$ cat config.mk
export PLATFORM = sky130hd
export DESIGN_NAME = chol_div
export DESIGN_NICKNAME = d
export VERILOG_FILES = /design/src/sv/chol_pkg.sv /design/src/sv/chol_div.sv
export SDC_FILE = /design/constraint.sdc
export NUM_CORES = 1
export LEC_CHECK = 0
export BUFFER_PORTS_ARGS = -buffer_cell sky130_fd_sc_hd__buf_2
export CAP_MARGIN = 0
export CORE_MARGIN = 2
export CORE_UTILIZATION = 54
export CTS_CLUSTER_SIZE = 16
export DETAILED_ROUTE_END_ITERATION = 8
export GPL_TIMING_DRIVEN = 0
export PLACE_DENSITY = 0.77
export SKIP_CTS_REPAIR_TIMING = 1
export SYNTH_ARGS = -nofsm -noshare
export SYNTH_HDL_FRONTEND = slang
export SYNTH_SLANG_ARGS = --single-unit
$ cat constraint.sdc
create_clock -name i_clk -period 4.6 [get_ports i_clk]
set_input_delay 0.92 -clock i_clk [delete_from_list [all_inputs] [get_ports i_clk]]
set_output_delay 0.92 -clock i_clk [all_outputs]
set_load 0.005 [all_outputs]
$ cat src/sv/chol_pkg.sv
// shared types, constants and helpers of the cholesky factorization block
// no dependencies; used by chol_sqrt, chol_div and cholesky_factorization by scoped names

package chol_pkg;

    localparam int DATA_W        = 32;
    localparam int DIM_W         = 4;
    localparam int MAX_DIM_DEF   = 8;
    localparam int FRAC_BITS_DEF = 16;
    localparam logic [DIM_W-1:0] DIM_RESET = 4'd8;

    typedef enum logic [3:0] {
        ST_IDLE,
        ST_RD_A,
        ST_RD_B,
        ST_MUL,
        ST_ACC,
        ST_LD_ELEM,
        ST_PIVOT,
        ST_EVAL,
        ST_SQRT,
        ST_DIV,
        ST_NEXT,
        ST_OUT
    } t_state;

    // clamp a 64-bit signed value to the signed 32-bit range
    function automatic logic signed [DATA_W-1:0] sat32(input logic signed [63:0] v);
        logic signed [DATA_W-1:0] res;
        if (v > 64'sd2147483647) begin
            res = 32'sh7fffffff;
        end else if (v < -64'sd2147483648) begin
            res = 32'sh80000000;
        end else begin
            res = v[DATA_W-1:0];
        end
        return res;
    endfunction

endpackage

$ cat src/sv/chol_div.sv
// restoring divider, one quotient bit per cycle, signed result saturated
// depends on chol_pkg

module chol_div #(
    parameter int FRAC_BITS = chol_pkg::FRAC_BITS_DEF
) (
    input  logic                                i_clk,
    input  logic                                i_rst_n,
    input  logic                                i_start,
    input  logic signed [chol_pkg::DATA_W-1:0]  i_num,
    input  logic [chol_pkg::DATA_W-1:0]         i_den,
    output logic                                o_done,
    output logic signed [chol_pkg::DATA_W-1:0]  o_quot
);
    localparam int DW = chol_pkg::DATA_W + FRAC_BITS;
    localparam int NW = $clog2(DW + 1);
    localparam int W  = chol_pkg::DATA_W;

    logic [DW-1:0] r_dvd;
    logic [DW-1:0] r_q;
    logic [W:0]    r_rem;
    logic [W-1:0]  r_den;
    logic          r_neg;
    logic [NW-1:0] r_cnt;
    logic          r_busy;
    logic          r_done;

    logic [W:0]    rem_sh;
    logic [W-1:0]  num_mag;

    assign num_mag = i_num[W-1] ? (~i_num + 1'b1) : i_num;
    assign rem_sh  = {r_rem[W-1:0], r_dvd[DW-1]};

    always_ff @(posedge i_clk) begin
        if (!i_rst_n) begin
            r_busy <= 1'b0;
            r_done <= 1'b0;
            r_cnt  <= '0;
        end else begin
            r_done <= 1'b0;
            if (i_start) begin
                r_busy <= 1'b1;
                r_cnt  <= '0;
                r_dvd  <= {num_mag, {FRAC_BITS{1'b0}}};
                r_neg  <= i_num[W-1];
                r_den  <= i_den;
                r_rem  <= '0;
                r_q    <= '0;
            end else if (r_busy) begin
                r_dvd <= {r_dvd[DW-2:0], 1'b0};
                if (rem_sh >= {1'b0, r_den}) begin
                    r_rem <= rem_sh - {1'b0, r_den};
                    r_q   <= {r_q[DW-2:0], 1'b1};
                end else begin
                    r_rem <= rem_sh;
                    r_q   <= {r_q[DW-2:0], 1'b0};
                end
                r_cnt <= r_cnt + 1'b1;
                if (r_cnt == NW'(DW - 1)) begin
                    r_busy <= 1'b0;
                    r_done <= 1'b1;
                end
            end
        end
    end

    // truncation toward zero, then clamp
    always_comb begin
        if (r_neg) begin
            if (r_q > DW'(64'h80000000)) begin
                o_quot = 32'sh80000000;
            end else begin
                o_quot = W'(~r_q + 1'b1);
            end
        end else begin
            if (r_q > DW'(64'h7fffffff)) begin
                o_quot = 32'sh7fffffff;
            end else begin
                o_quot = W'(r_q);
            end
        end
    end

    assign o_done = r_done;

endmodule

Yosys cells after proc, flatten, opt, wreduce, memory -nomap -nowiden
Cells that the tools add are included.

Flip-flop bits (word level): 168. Input port bits: 67. Output and inout port bits: 33. Word-level logic and storage cells: 40.

$add $sub $neg: 4. Magnitude comparators: 3. Eq/ne operators: 1. Muxes and demuxes: 14. Bitwise logic cells: 4. Reduce and logical (&&, ||, !) cells: 5.

Operators by type and width (count): $mux 32 (6); $mux 48 (3); $add 32x1->32 const B (2); $not 32->32 (2); $gt 48x31->1 const B (1); $gt 48x32->1 const B (1); $ge 33x32->1 (1); $sub 32x32->32 (1); $add 6x1->6 const B (1); $eq 6x6->1 const B (1); $mux 1 (5); $reduce_and 2->1 (2); $reduce_or 3->1 (1); $not 1->1 (2); $reduce_bool 2->1 (1); $reduce_or 2->1 (1).

Longest topological paths before layout
Depth after elaboration: 4. Depth in mapped cells: 12. Mapped depth without buffers: 11.

Worst setup path after synthesis
OpenSTA, ideal clock, no wires.

Kind: input to register. Start point: input port i_start. End point: register r_dvd[16], enable pin. Library setup time: 0.481 ns. Arrival: 3.994 ns. Data required time: 4.119 ns. Slack: 0.125 ns. Stages on the path: 3. Buffers on the path: 2. Path through: clkbuf_1 clkbuf_1 o21a_1.

Cells in the longest elaborated chain, start to end: 2.

RTL lines: start, declared (line chol_div.sv:9) `input logic i_start,`; $reduce_bool 2->1 (no line); $reduce_and 2->1 (no line); end signal, assigned (line chol_div.sv:44) `r_dvd <= {num_mag, {FRAC_BITS{1'b0}}};`; end signal, assigned (line chol_div.sv:50) `r_dvd <= {r_dvd[DW-2:0], 1'b0};`; end, declared (line chol_div.sv:19) `logic [DW-1:0] r_dvd;`.

Every way passes these cells. A chain may end at the register's enable or synchronous reset.

Worst setup path in the final report
Start point: register r_q[8]. End point: output port o_quot[31] (netlist bit).

Cells in the longest elaborated chain, start to end: 4. Elaborated cells on any way between the ends: 7. Those cells by class: add/sub (1); order compare (2); mux (3); bitwise (1).

RTL lines: start, declared (line chol_div.sv:20) `logic [DW-1:0] r_q;`; start signal, assigned (line chol_div.sv:53) `r_q <= {r_q[DW-2:0], 1'b1};`; start signal, assigned (line chol_div.sv:56) `r_q <= {r_q[DW-2:0], 1'b0};`; $not 32->32 (line chol_div.sv:73) `o_quot = W'(~r_q + 1'b1);`; $add 32x1->32 (line chol_div.sv:73); $mux 32 (line chol_div.sv:70) `if (r_q > DW'(64'h80000000)) begin`; $mux 32 * (line chol_div.sv:69) `if (r_neg) begin`; end, declared (line chol_div.sv:13) `output logic signed [chol_pkg::DATA_W-1:0] o_quot`.

Every way passes the cells marked *; elsewhere a longest branch is shown, timed or not.

==> metrics <==
status=completed; sequential share of power=43.5%; layout cells sized above 1=15.1%; Die Height=136 microns; Clock Latency Late Sink=0.43 ns; Avg Inst Size Synth=9.93 sq um; TritonCTS Buffers=17; Routed Wire Length=21,300 microns; Hold Worst Slack=0.496 ns; Netlist cell types=67; crit path max fanout=4; Relative slew margins=39.1%; Worst Skew=0.00902 ns; PwrDens=364 mW/mm^2; pin count of the biggest net entering global routing=61; P_int=2.81 mW; number of max-cap violations=0; first-pass GRT wire length=34,100 microns; HP Class=reg -> reg; sw power=1.15 mW; clock buffer depth=2; syn nets=1,052; Worst Setup Path Type=reg -> out; setup violators final=0; CTS tree=yes; Port Buf Inserts=99; DR iter-0 viols=767; Sw Ratio=29.0%; leakage power=4.29 nW; crit path launch type=register; vias=7,711; Seq/Total Area, Yosys=47.9%; clk root buf=clkbuf_16; Clk pin slew, worst setup/hold paths=0.06 ns; maximum VDD drop=0.000288 V; mean number of vias per cell=5.88; FP Rows=48; Logic pwr share=22.2%; detailed-route wire length per cell=16.3 microns; vias in the first global route=7,090; fin util=63.4%; Pre-antenna DRT Iters=6; Fmax=0.226 GHz; DP Cell Count=1,275; # H-tree levels=4; TritonCTS sink count=153; boundary pin count=100; leading area contributor after synthesis=edfxtp_1; Synth Register Bits=153; Nets=1,174; synth warn=0; grt ovf=0; core area=0.0172 sq mm; area of the die=0.0185 sq mm; top cell type's share of synthesized area=46.2%; Final period util=96.3%; Tmin final=4.43 ns; number of synthesized flops with an enable pin=145; commonest non-fill, non-tap cell in the layout=edfxtp_1; Post-Syn Area=0.00943 sq mm; DP HPWL=14,900 microns; Layout area overhead=15.4%; WP data required=3.68 ns; RSZ-0062 raised after global routing=no; Critical Path AT=3.51 ns; Syn Inst Count=949; fin. max-slew vios=0; Final GP Congestion=0.898; final antenna-violating net count=0; Finished Layout Cells=1,311; total power=3.96 mW; Die Wd=136 microns; Tightest Pin Transition=0.913 ns; most frequent cells in the layout=145 x edfxtp_1, 102 x buf_2, 94 x nor2_1; Total GRT Usage=23.3%; initial antenna violation count=2; ys async rst share=0%; Clk pwr share=34.2%; initial cell density of the core=54.9%; ys flop type=edfxtp_1; Final Hold Fails=0; Critical Path Sink Type=output port; largest cells by area after synthesis=edfxtp_1 46%, ha_1 4.6%, xor2_1 4.1%, a21oi_1 3.9%, nor2_1 3.7%; DRC=0
[power by group through the flow]
| stage | registers (mW) | clock network [mW] | logic (mW) |
|---|---|---|---|
| 2_1_floorplan | 1.73 | 0 | 0.644 |
| 3_3_place_gp | 1.76 | 0 | 0.836 |
| 3_5_place_dp | 1.75 | 0 | 0.863 |
| 4_1_cts | 1.72 | 1.37 | 0.871 |
| 5_1_grt | 1.73 | 1.42 | 0.982 |
| 6_report | 1.72 | 1.35 | 0.880 |
[cells by family after synthesis]
kind of cell    after synthesis  synth area share, %
xor+xnor                     62                 5.76
simple gates                339                 19.0
compound gates              231                 15.9
buf+inv                     105                 4.22
fa+ha+maj                    36                 4.86
flops                       153                 47.9
mux                          23                 2.44
[worst max-delay path, stage by stage (launching register included)]
cell	delay, ns
edfxtp_1	0.44
or4_4	0.60
nor4b_4	0.32
nand4_1	0.19
or3_1	0.38
or3_1	0.37
or3_1	0.34
xnor2_1	0.13
a31oi_1	0.18
buf_2	0.14
[cell usage after synthesis, drive strengths merged, types with 2 or more instances]
| cell type | number |
|---|---|
| a211oi | 3 |
| a21boi | 2 |
| a21o | 13 |
| a21oi | 73 |
| a311o | 3 |
| a31oi | 10 |
| and2 | 8 |
| and3 | 5 |
| buf | 3 |
| clkbuf | 44 |
| dfxtp | 8 |
| edfxtp | 145 |
| ha | 35 |
| inv | 58 |
| mux2i | 23 |
| nand2 | 58 |
| nand2b | 7 |
| nand3 | 16 |
| nand3b | 13 |
| nand4 | 15 |
| nor2 | 94 |
| nor2b | 51 |
| nor3 | 23 |
| nor4 | 9 |
| nor4b | 3 |
| o211a | 2 |
| o211ai | 5 |
| o21a | 7 |
| o21ai | 54 |
| o21bai | 4 |
| o221ai | 2 |
| o22a | 7 |
| o311ai | 17 |
| o31ai | 14 |
| o41ai | 7 |
| or2 | 6 |
| or3 | 18 |
| or3b | 4 |
| or4 | 6 |
| xnor2 | 18 |
| xor2 | 44 |
[worst paths after layout]
| check | startpoint | endpoint | slack [ns] | cells past startpoint |
|---|---|---|---|---|
| setup reg to reg | r_rem[10] | r_rem[21] | 1.02 | 11 |
| hold reg to reg | r_cnt[5] | r_cnt[5] | 0.50 | 2 |
| hold / removal | r_cnt[5] | r_cnt[5] | 0.50 | 2 |
| setup / recovery | r_q[8] | o_quot[31] | 0.17 | 9 |
[metal layers]
layer	vias up	share of wire, %	track usage [%]
li1	3732	-	-
met2	294	45	35.2
met1	3651	48	33.9
met5	-	0	0
met4	0	1.5	6.71
met3	34	5.9	4.77
[state kept, by name, indices dropped and copies added, names as in the netlist]
signal and flops:
r_cnt 6, r_dvd 32, r_q 48, r_den 32, r_rem 32, r_neg 1
r_busy 1, o_done 1
[final cells by class]
cell class              count  area (sq um)
plain buffers              47           184
flip-flops and latches    153          4510
multi-input cells         691          4550
clock inverters            11          97.6
inverters                  58           218
clock buffers              21           470
repair buffers            103           558
fillers                  1468          6290
diodes                      2          5.00
well taps                 225           282
[stage by stage]
stage / instance area (sq um) / setup WS, ns / setup TNS [ns]
3_5_place_dp: 10300 / 0.295 / 0
3_3_place_gp: 10200 / -1.67 / -187.58
5_1_grt: 10900 / 0.00120 / 0
4_1_cts: 10800 / -0.188 / -1.71
6_report: 10900 / 0.171 / 0
2_1_floorplan: 9430 / 0.125 / 0
Note: power is estimated with default switching activity, not from simulation.
