==> config.mk <==
export PLATFORM = sky130hd
export DESIGN_NAME = chol_sqrt
export DESIGN_NICKNAME = d
export VERILOG_FILES = /design/src/sv/chol_pkg.sv /design/src/sv/chol_sqrt.sv
export SDC_FILE = /design/constraint.sdc
export NUM_CORES = 1
export LEC_CHECK = 0
export ABC_AREA = 1
export CORE_ASPECT_RATIO = 0.5
export CORE_MARGIN = 2
export CORE_UTILIZATION = 58
export DETAILED_ROUTE_END_ITERATION = 8
export DONT_BUFFER_PORTS = 1
export PLACE_DENSITY = 0.76
export SLEW_MARGIN = 10
export SYNTH_ARGS = -nofsm -noshare
export SYNTH_HDL_FRONTEND = slang
export SYNTH_SLANG_ARGS = --single-unit
==> constraint.sdc <==
create_clock -name i_clk -period 6.6 [get_ports i_clk]
set_clock_uncertainty 0.15 [all_clocks]
set_input_delay 1.32 -clock i_clk [delete_from_list [all_inputs] [get_ports i_clk]]
set_output_delay 1.32 -clock i_clk [all_outputs]
set_load 0.02 [all_outputs]
==> src/sv/chol_pkg.sv <==
// shared types, constants and helpers of the cholesky factorization block
// no dependencies; used by chol_sqrt, chol_div and cholesky_factorization by scoped names

package chol_pkg;

    localparam int DATA_W        = 32;
    localparam int DIM_W         = 4;
    localparam int MAX_DIM_DEF   = 8;
    localparam int FRAC_BITS_DEF = 16;
    localparam logic [DIM_W-1:0] DIM_RESET = 4'd8;

    typedef enum logic [3:0] {
        ST_IDLE,
        ST_RD_A,
        ST_RD_B,
        ST_MUL,
        ST_ACC,
        ST_LD_ELEM,
        ST_PIVOT,
        ST_EVAL,
        ST_SQRT,
        ST_DIV,
        ST_NEXT,
        ST_OUT
    } t_state;

    // clamp a 64-bit signed value to the signed 32-bit range
    function automatic logic signed [DATA_W-1:0] sat32(input logic signed [63:0] v);
        logic signed [DATA_W-1:0] res;
        if (v > 64'sd2147483647) begin
            res = 32'sh7fffffff;
        end else if (v < -64'sd2147483648) begin
            res = 32'sh80000000;
        end else begin
            res = v[DATA_W-1:0];
        end
        return res;
    endfunction

endpackage

==> src/sv/chol_sqrt.sv <==
// bit-serial integer square root, two radicand bits per cycle
// depends on chol_pkg

module chol_sqrt #(
    parameter int FRAC_BITS = chol_pkg::FRAC_BITS_DEF
) (
    input  logic                              i_clk,
    input  logic                              i_rst_n,
    input  logic                              i_start,
    input  logic [chol_pkg::DATA_W-1:0]       i_radicand,
    output logic                              o_done,
    output logic [chol_pkg::DATA_W-1:0]       o_root
);
    localparam int NI = (chol_pkg::DATA_W + FRAC_BITS + 1) / 2;
    localparam int XW = 2 * NI;
    localparam int NW = $clog2(NI + 1);

    logic [XW-1:0] r_x;
    logic [NI+1:0] r_rem;
    logic [NI-1:0] r_root;
    logic [NW-1:0] r_cnt;
    logic          r_busy;
    logic          r_done;

    logic [NI+1:0] rem_sh;
    logic [NI+1:0] trial;

    assign rem_sh = {r_rem[NI-1:0], r_x[XW-1 -: 2]};
    assign trial  = {r_root, 2'b01};

    always_ff @(posedge i_clk) begin
        if (!i_rst_n) begin
            r_busy <= 1'b0;
            r_done <= 1'b0;
            r_cnt  <= '0;
        end else begin
            r_done <= 1'b0;
            if (i_start) begin
                r_busy <= 1'b1;
                r_cnt  <= '0;
                r_x    <= XW'({i_radicand, {FRAC_BITS{1'b0}}});
                r_rem  <= '0;
                r_root <= '0;
            end else if (r_busy) begin
                r_x <= {r_x[XW-3:0], 2'b00};
                if (rem_sh >= trial) begin
                    r_rem  <= rem_sh - trial;
                    r_root <= {r_root[NI-2:0], 1'b1};
                end else begin
                    r_rem  <= rem_sh;
                    r_root <= {r_root[NI-2:0], 1'b0};
                end
                r_cnt <= r_cnt + 1'b1;
                if (r_cnt == NW'(NI - 1)) begin
                    r_busy <= 1'b0;
                    r_done <= 1'b1;
                end
            end
        end
    end

    assign o_done = r_done;
    assign o_root = chol_pkg::DATA_W'(r_root);

endmodule

* Word-level counts from Yosys, hierarchy flattened
Index checks and enable logic that the tools add are counted.
** Word-level totals
- Word-level logic and storage cells :: 27
- Output and inout bits :: 33
- Flip-flop bits (word level) :: 101
- Input bits :: 35
** Cells by class
- Bitwise operators :: 2
- Muxes and demuxes :: 10
- Equality and inequality tests :: 1
- Order comparisons :: 1
- Reduce and logical (&&, ||, !) cells :: 4
- Add/subtract/negate cells :: 2
** Operators by type and width (number)
- $mux W48 :: 2
- $mux W24 :: 3
- $ge A26 B26 Y1 :: 1
- $sub A24 B24 Y24 :: 1
- $add A5 B1 Y5 const B :: 1
- $eq A5 B5 Y1 const B :: 1
- $mux W1 :: 5
- $reduce_or A3 Y1 :: 1
- $not A1 Y1 :: 2
- $reduce_and A2 Y1 :: 1
- $reduce_bool A2 Y1 :: 1
- $reduce_or A2 Y1 :: 1

* Longest topological paths before layout
Gate-level depths: netlist of run 1.
- Depth after elaboration :: 4
- Depth in mapped cells :: 15
- Depth with buffers taken out :: 15

* Least setup slack after synthesis of run 1
OpenSTA, ideal clock, no wires.
- Path type :: input-to-reg
- Start point :: in i_start
- End point :: reg r_busy
- Arrival time :: 5.985 ns
- Required time :: 6.374 ns
- Setup time :: 0.076 ns
- Path buffers :: 1
- Stages :: 5
- Path slack :: 0.389 ns
- Cells stage by stage :: inv_1 > buf_2 > a21oi_1 > o21ai_0 > inv_1
** On the way
- Cells in the longest elaborated chain, start to end :: 1
** Ends and longest elaborated chain
- start: declaration :: RTL line chol_sqrt.sv:9 : input logic i_start,
- $mux W1 :: RTL line chol_sqrt.sv:38 : if (i_start) begin
- end signal: assignment :: RTL line chol_sqrt.sv:33 : r_busy <= 1'b0;
- end signal: assignment :: RTL line chol_sqrt.sv:39 : r_busy <= 1'b1;
- end signal: assignment :: RTL line chol_sqrt.sv:55 : r_busy <= 1'b0;
- end: declaration :: RTL line chol_sqrt.sv:22 : logic r_busy;
No other way between the ends.
A chain may end at the register's enable or synchronous reset.

* Final worst setup path of run 1
- Start point :: reg r_root[17]
- End point :: reg r_rem[12] (data pin)
** On the way
- Cells in the longest elaborated chain, start to end :: 3
** Ends and longest elaborated chain
- start: declaration :: RTL line chol_sqrt.sv:20 : logic [NI-1:0] r_root;
- start signal: assignment :: RTL line chol_sqrt.sv:48 : r_root <= {r_root[NI-2:0], 1'b1};
- start signal: assignment :: RTL line chol_sqrt.sv:51 : r_root <= {r_root[NI-2:0], 1'b0};
- $ge A26 B26 Y1 :: RTL line chol_sqrt.sv:46 : if (rem_sh >= trial) begin
- $mux W24 :: RTL line chol_sqrt.sv:46
- $mux W24 :: RTL line chol_sqrt.sv:44 : end else if (r_busy) begin
- end signal: assignment :: RTL line chol_sqrt.sv:47 : r_rem <= rem_sh - trial;
- end signal: assignment :: RTL line chol_sqrt.sv:50 : r_rem <= rem_sh;
- end: declaration :: RTL line chol_sqrt.sv:19 : logic [NI+1:0] r_rem;
No other way between the ends. The select of a mux whose other input is x is not followed.

==> impl_results.md, run 1 <==
* Die height at 73.8 um
* Clk_lat worst skew at 0.34 ns
* Clock slew at reported path FFs at 0.07 ns
* Routability cong. at 0.955
* Clock Path Buffers at 2
* Final Max Tran Viols at 0
* DR vias/cell at 5.00
* Vias in the first global route at 4,058
* Starting density of the core at 0.598
* Worst r2r path cells at 11
* Synth warn at 0
* DRT iter0 DRCs at 283
* Final Hold Fails at 0
* Most frequent cells in the layout: nand2_1 (284), inv_1 (114), nor2_1 (91)
* DR pass1 iterations at 5
* Unique cell type count in the Yosys netlist at 33
* Setup TNS at 0 ns
* Antenna viol nets, final at 0
* Post-CTS setup buffers at 0
* Initial antenna violation count at 0
* Total CTS buffers at 9
* Top-Level Pins at 68
* Port bufs at 0
* Crit share post-route at 0.488
* Total Die Area at 10,600 sq um
* RSZ-0062 raised after global routing: false
* Max Cap Viol at 0
* Post-synth ARST share at 0
* # clock sinks at 87
* Crit path DAT at 3.17 ns
* Mapped Area at 5650 sq um
* Lkg Pwr at 2.99 nW
* Crit. Startpoint: r_root[17]$_SDFFCE_PP0P_
* Filler instances at 873
* Syn Inst Count at 751
* Status: finished clean
* Post-DP HPWL at 8730 um
* Mean post-synth cell area at 7.52 sq um
* Core box area at 9450 sq um
* Min Clock Period, post-route at 3.22 ns
* H-tree depth at 3
* Register bit total from synthesis at 87
* Die Wd at 144 um
* Wire per inst at 13.4 um
* Startpoint Class: flip-flop
* Min-delay worst type: flip-flop to flip-flop
* Total congestion overflow at 0
* Reg2reg start: r_root[17]$_SDFFCE_PP0P_
* CTS Hold Bufs at 0
* Max-slew headroom at 0.379
* Flop-to-flop setup slack at 3.38 ns
* DRC at 0
* Fmax at 0.310 GHz
* Share of cells above drive strength 1 at 0.0626
* Worst setup path class: flip-flop to flip-flop
* Commonest non-fill, non-tap cell in the layout: nand2_1
* First-pass GRT wire length at 19,300 um
* Worst-Margin Slew at 0.930 ns
* Synth Flop Type: edfxtp_1
* Setup crit end kind: flip-flop
* Sequential share of the synthesized area at 0.450
* Largest fanout on the critical path at 21
* CTS tree: done
* Post-synth EDFFs at 80
* Post-Route WL at 11,900 um
* Setup crit end: r_rem[12]$_SDFFCE_PP0P_
* Power per cell area at 257 nW/um^2
* R2r endpoint: r_rem[12]$_SDFFCE_PP0P_
* Final net count at 808
* Critical Path RT at 6.55 ns
* Antenna cells at 0
* Layout area overhead at 6.58%
* CTS Root Cell: clkbuf_16
* Maximum VDD drop at 160 uV
* Number of cell rows at 25
* Largest net degree at the start of global routing at 59
* Final setup fails at 0
* Placed standard-cell area at 5720 sq um
* Global-route usage over all layers at 0.239
* Vias at 4,427
* Final Instance Area at 6020 sq um
* Post-cts sizing count at 0
## worst max-delay path, cell delays in order (launching register included)
cell and delay, ns:
edfxtp_1 0.48, inv_1 0.13, ha_1 0.42, nand2_1 0.14
nor2_1 0.22, nand2_1 0.11, inv_1 0.09, nand3_2 0.46
nand2_4 0.40, inv_4 0.16, nor2_1 0.16, nor2_1 0.06
## synth_stat cells (2+ instances only)
library cell | count | area share
buf_1 | 4 | 0.0027
a21oi_1 | 21 | 0.019
nand4_1 | 5 | 0.0055
nor2_2 | 13 | 0.014
nor2_1 | 91 | 0.061
nand3b_1 | 22 | 0.029
inv_2 | 3 | 0.0020
buf_2 | 6 | 0.0053
buf_4 | 8 | 0.011
o21ai_0 | 4 | 0.0035
nor3_1 | 6 | 0.0053
ha_1 | 27 | 0.060
inv_1 | 114 | 0.076
nand3_1 | 20 | 0.018
dfxtp_1 | 7 | 0.025
edfxtp_1 | 80 | 0.43
clkbuf_1 | 6 | 0.0040
nand2_1 | 284 | 0.19
xor2_1 | 11 | 0.017
nand3_2 | 2 | 0.0035
nand2_2 | 5 | 0.0055
## worst min-delay path by stage
stage,start,endpoint,slack [ns],cells past startpoint
3_5_place_dp,r_cnt[1]$_SDFFE_PP0P_,r_cnt[1]$_SDFFE_PP0P_,0.35,2
5_1_grt,r_cnt[1]$_SDFFE_PP0P_,r_cnt[1]$_SDFFE_PP0P_,0.37,2
2_1_floorplan,r_cnt[1]$_SDFFE_PP0P_,r_cnt[1]$_SDFFE_PP0P_,0.32,2
3_3_place_gp,r_cnt[1]$_SDFFE_PP0P_,r_cnt[1]$_SDFFE_PP0P_,0.34,2
6_report,r_cnt[1]$_SDFFE_PP0P_,r_cnt[1]$_SDFFE_PP0P_,0.35,2
4_1_cts,r_cnt[1]$_SDFFE_PP0P_,r_cnt[1]$_SDFFE_PP0P_,0.36,2
## power breakdown
| part | internal, W | total, W | switching [W] |
|---|---|---|---|
| Sequential | 0.000653 | 0.000682 | 0.0000285 |
| Clock | 0.000269 | 0.000505 | 0.000236 |
| Combinational | 0.000117 | 0.000357 | 0.000240 |
| Total | 0.00104 | 0.00154 | 0.000505 |
## through the flow
| stage | instances | setup slack [ns] | power (W) | hold WS (ns) | utilization |
|---|---|---|---|---|---|
| floorplan | 758 | 0.389 | 0.000986 | 0.320 | - |
| global placement | 870 | 3.24 | 0.00104 | 0.337 | 0.606 |
| detailed placement | 870 | 3.22 | 0.00105 | 0.346 | 0.606 |
| CTS | 886 | 3.44 | 0.00156 | 0.356 | 0.637 |
| global route | 886 | 3.18 | 0.00163 | 0.374 | 0.637 |
| finish | 886 | 3.38 | 0.00154 | 0.354 | 0.637 |
## logic make-up (layout without fill, tap and decap cells)
| logic type | after synthesis | in the layout | synth area share |
|---|---|---|---|
| AND/OR/NAND/NOR | 453 | 453 | 0.340 |
| buffers and inverters | 144 | 137 | 0.106 |
| flip-flops | 87 | 87 | 0.450 |
| AO/OA/AOI/OAI | 28 | 28 | 0.0259 |
| adder cells (fa/ha/maj) | 27 | 27 | 0.0598 |
| XOR/XNOR | 11 | 11 | 0.0171 |
| other | 1 | 8 | 0.000664 |
## layer usage
metal  share of wire  track usage  vias to the layer above
met5               0            0                        -
met4          0.0047       0.0425                        0
met3           0.071       0.0587                        6
met2            0.42        0.366                      147
met1            0.51        0.350                     1960
li1                -            -                     2314
## flip-flops by register name (all words and copies together), names as in the netlist
signal,flops
r_root,24
r_rem,24
r_cnt,5
r_x,32
o_done,1
r_busy,1
## cell type report
cell class              instances  area (sq um)  share of cell area
repair buffers                  3          22.5             0.00374
multi-input cells             527          2540               0.422
inverters                     118           445              0.0740
clock inverters                 7          71.3              0.0119
flip-flops and latches         87          2540               0.423
clock buffers                   9           225              0.0374
well taps                     135           169              0.0281
(Power assumes the default switching activity.)
==> inputs of run 2 (changes only) <==
Settings changed: CORE_UTILIZATION 58 to 60.
Clock period 6.6 ns to 3.2 ns, I/O delays scaled along.
==> impl_results.md, run 2 (same netlist as run 1, synthesis figures left out) <==
* Status: finished clean
* CTS Root Cell: clkbuf_16
* Setup crit end kind: flip-flop
* Die Wd at 141 um
* # clock sinks at 87
* Post-DP HPWL at 9160 um
* Layout area overhead at 6.72%
* Final setup fails at 0
* Power per cell area at 538 nW/um^2
* Number of cell rows at 24
* Total congestion overflow at 0
* Critical path's largest stage delay at 0.47 ns
* Max Cap Viol at 0
* Min-delay worst type: primary input to flip-flop
* Wire per inst at 14.3 um
* Area of the multi-input gates at 2540 sq um
* Place WS at 0.464 ns
* CTS Hold Bufs at 0
* DR vias/cell at 5.26
* Final Hold Fails at 0
* Max reg flops at 32
* Crit path max-delay family: simple AND/OR/NAND/NOR gates
* Crit path DAT at 2.72 ns
* Worst setup path class: flip-flop to flip-flop
* Worst-Margin Slew at 0.662 ns
* M2 GR Usage at 0.396
* Crit share post-route at 0.868
* Post-Route WL at 12,400 um
* Most frequent cells in the layout: nand2_1 (284), inv_1 (114), nor2_1 (91)
* Clock slew at reported path FFs at 0.06 ns
* Port bufs at 0
* Final net count at 811
* Total Die Area at 10,200 sq um
* FF/Latch Area at 2540 sq um
* Setup TNS at 0 ns
* Vias in the first global route at 4,224
* Met3 global-route usage at 0.0702
* Commonest non-fill, non-tap cell in the layout: nand2_1
* Worst path slowest cell: edfxtp_1
* RSZ-0062 raised after global routing: false
* Antenna viol nets, final at 0
* Critical Path RT at 3.15 ns
* DRC at 0
* Clock Path Buffers at 2
* Post-cts sizing count at 0
* GR peak layer: met2
* Min Clock Period, post-route at 2.78 ns
* Startpoint Class: flip-flop
* Max-slew headroom at 0.559
* Biggest regs: r_x: 32 flops, r_rem: 24 flops, r_root: 24 flops
* Register name with the most flops: r_x
* DR pass1 iterations at 5
* Setup slack after layout at 0.423 ns
* Cells along the critical path: inv_1 -> ha_1 -> nand2_1 -> nor2_1 -> nand2_1 -> nand3_2 -> nand2_1 -> nand2_2 -> nand3_2 -> nand2_4 -> inv_4 -> nor2_1 -> nor2_1
* Global-route usage over all layers at 0.257
* Routability cong. at 0.935
* Die height at 72.6 um
* Share of cells above drive strength 1 at 0.0650
* Maximum VDD drop at 342 uV
* Post-CTS setup buffers at 0
* H-tree depth at 3
* Clk_lat worst skew at 0.34 ns
* Worst Path Buf+Inv at 2
* First-pass GRT wire length at 20,400 um
* Final Max Tran Viols at 0
* CTS tree: done
* Total CTS buffers at 9
* Filler instances at 772
* Largest net degree at the start of global routing at 59
* DRT iter0 DRCs at 353
* Core box area at 8920 sq um
* Tot Pwr at 0.00324 W
* Lkg Pwr at 3.00 nW
* Initial antenna violation count at 0
* Largest fanout on the critical path at 16
* Fmax at 0.360 GHz
* Antenna cells at 0
* Starting density of the core at 0.633
* Top-Level Pins at 68
* Vias at 4,579
* Global Route met1 Usage at 0.374
[run 2: area by class of cell]
type,count,area share
multi-input cells,527,0.422
flip-flops and latches,87,0.422
clock inverters,7,0.0131
well taps,117,0.0243
inverters,118,0.0739
clock buffers,9,0.0374
repair buffers,6,0.00748
[run 2: path summary, 6_finish.rpt]
check / from / slack, ns / cells past startpoint / end
setup / recovery: r_root[2]$_SDFFCE_PP0P_ / 0.42 / 13 / r_rem[11]$_SDFFCE_PP0P_
hold / removal: i_start / 0.29 / 2 / r_busy$_SDFF_PN0_
setup reg to reg: r_root[2]$_SDFFCE_PP0P_ / 0.42 / 13 / r_rem[11]$_SDFFCE_PP0P_
hold reg to reg: r_x[42]$_DFFE_PP_ / 0.37 / 2 / r_x[44]$_DFFE_PP_
[run 2: layer usage]
| metal | part of all wire | routed length [um] | vias up |
|---|---|---|---|
| met1 | 0.47 | 5890 | 2078 |
| li1 | - | - | 2319 |
| met4 | 0.0060 | 74 | 0 |
| met3 | 0.093 | 1150 | 9 |
| met5 | 0 | 0 | - |
| met2 | 0.43 | 5310 | 173 |
[run 2: report_power, final]
| part | leakage, nW | internal (W) | switching, W | total (W) |
|---|---|---|---|---|
| Clock | 0.146 | 0.000615 | 0.000462 | 0.00108 |
| Combinational | 2.02 | 0.000246 | 0.000508 | 0.000755 |
| Sequential | 0.836 | 0.00135 | 0.0000596 | 0.00141 |
[run 2: through the flow]
stage / instances / instance area [sq um] / hold WS (ns) / util
final: 871 / 6020 / 0.294 / 0.676
after global routing: 871 / 6020 / 0.299 / 0.676
after CTS: 871 / 6020 / 0.283 / 0.676
after detailed placement: 855 / 5720 / 0.349 / 0.641
after global placement: 855 / 5720 / 0.343 / 0.641
after floorplan: 758 / 5680 / 0.321 / -
[run 2: worst reg2reg max path: stages (launching register included)]
cell,delay (ns)
edfxtp_1,0.47
inv_1,0.10
ha_1,0.37
nand2_1,0.11
nor2_1,0.11
nand2_1,0.06
nand3_2,0.11
nand2_1,0.08
nand2_2,0.09
nand3_2,0.25
nand2_4,0.28
inv_4,0.14
nor2_1,0.16
nor2_1,0.05
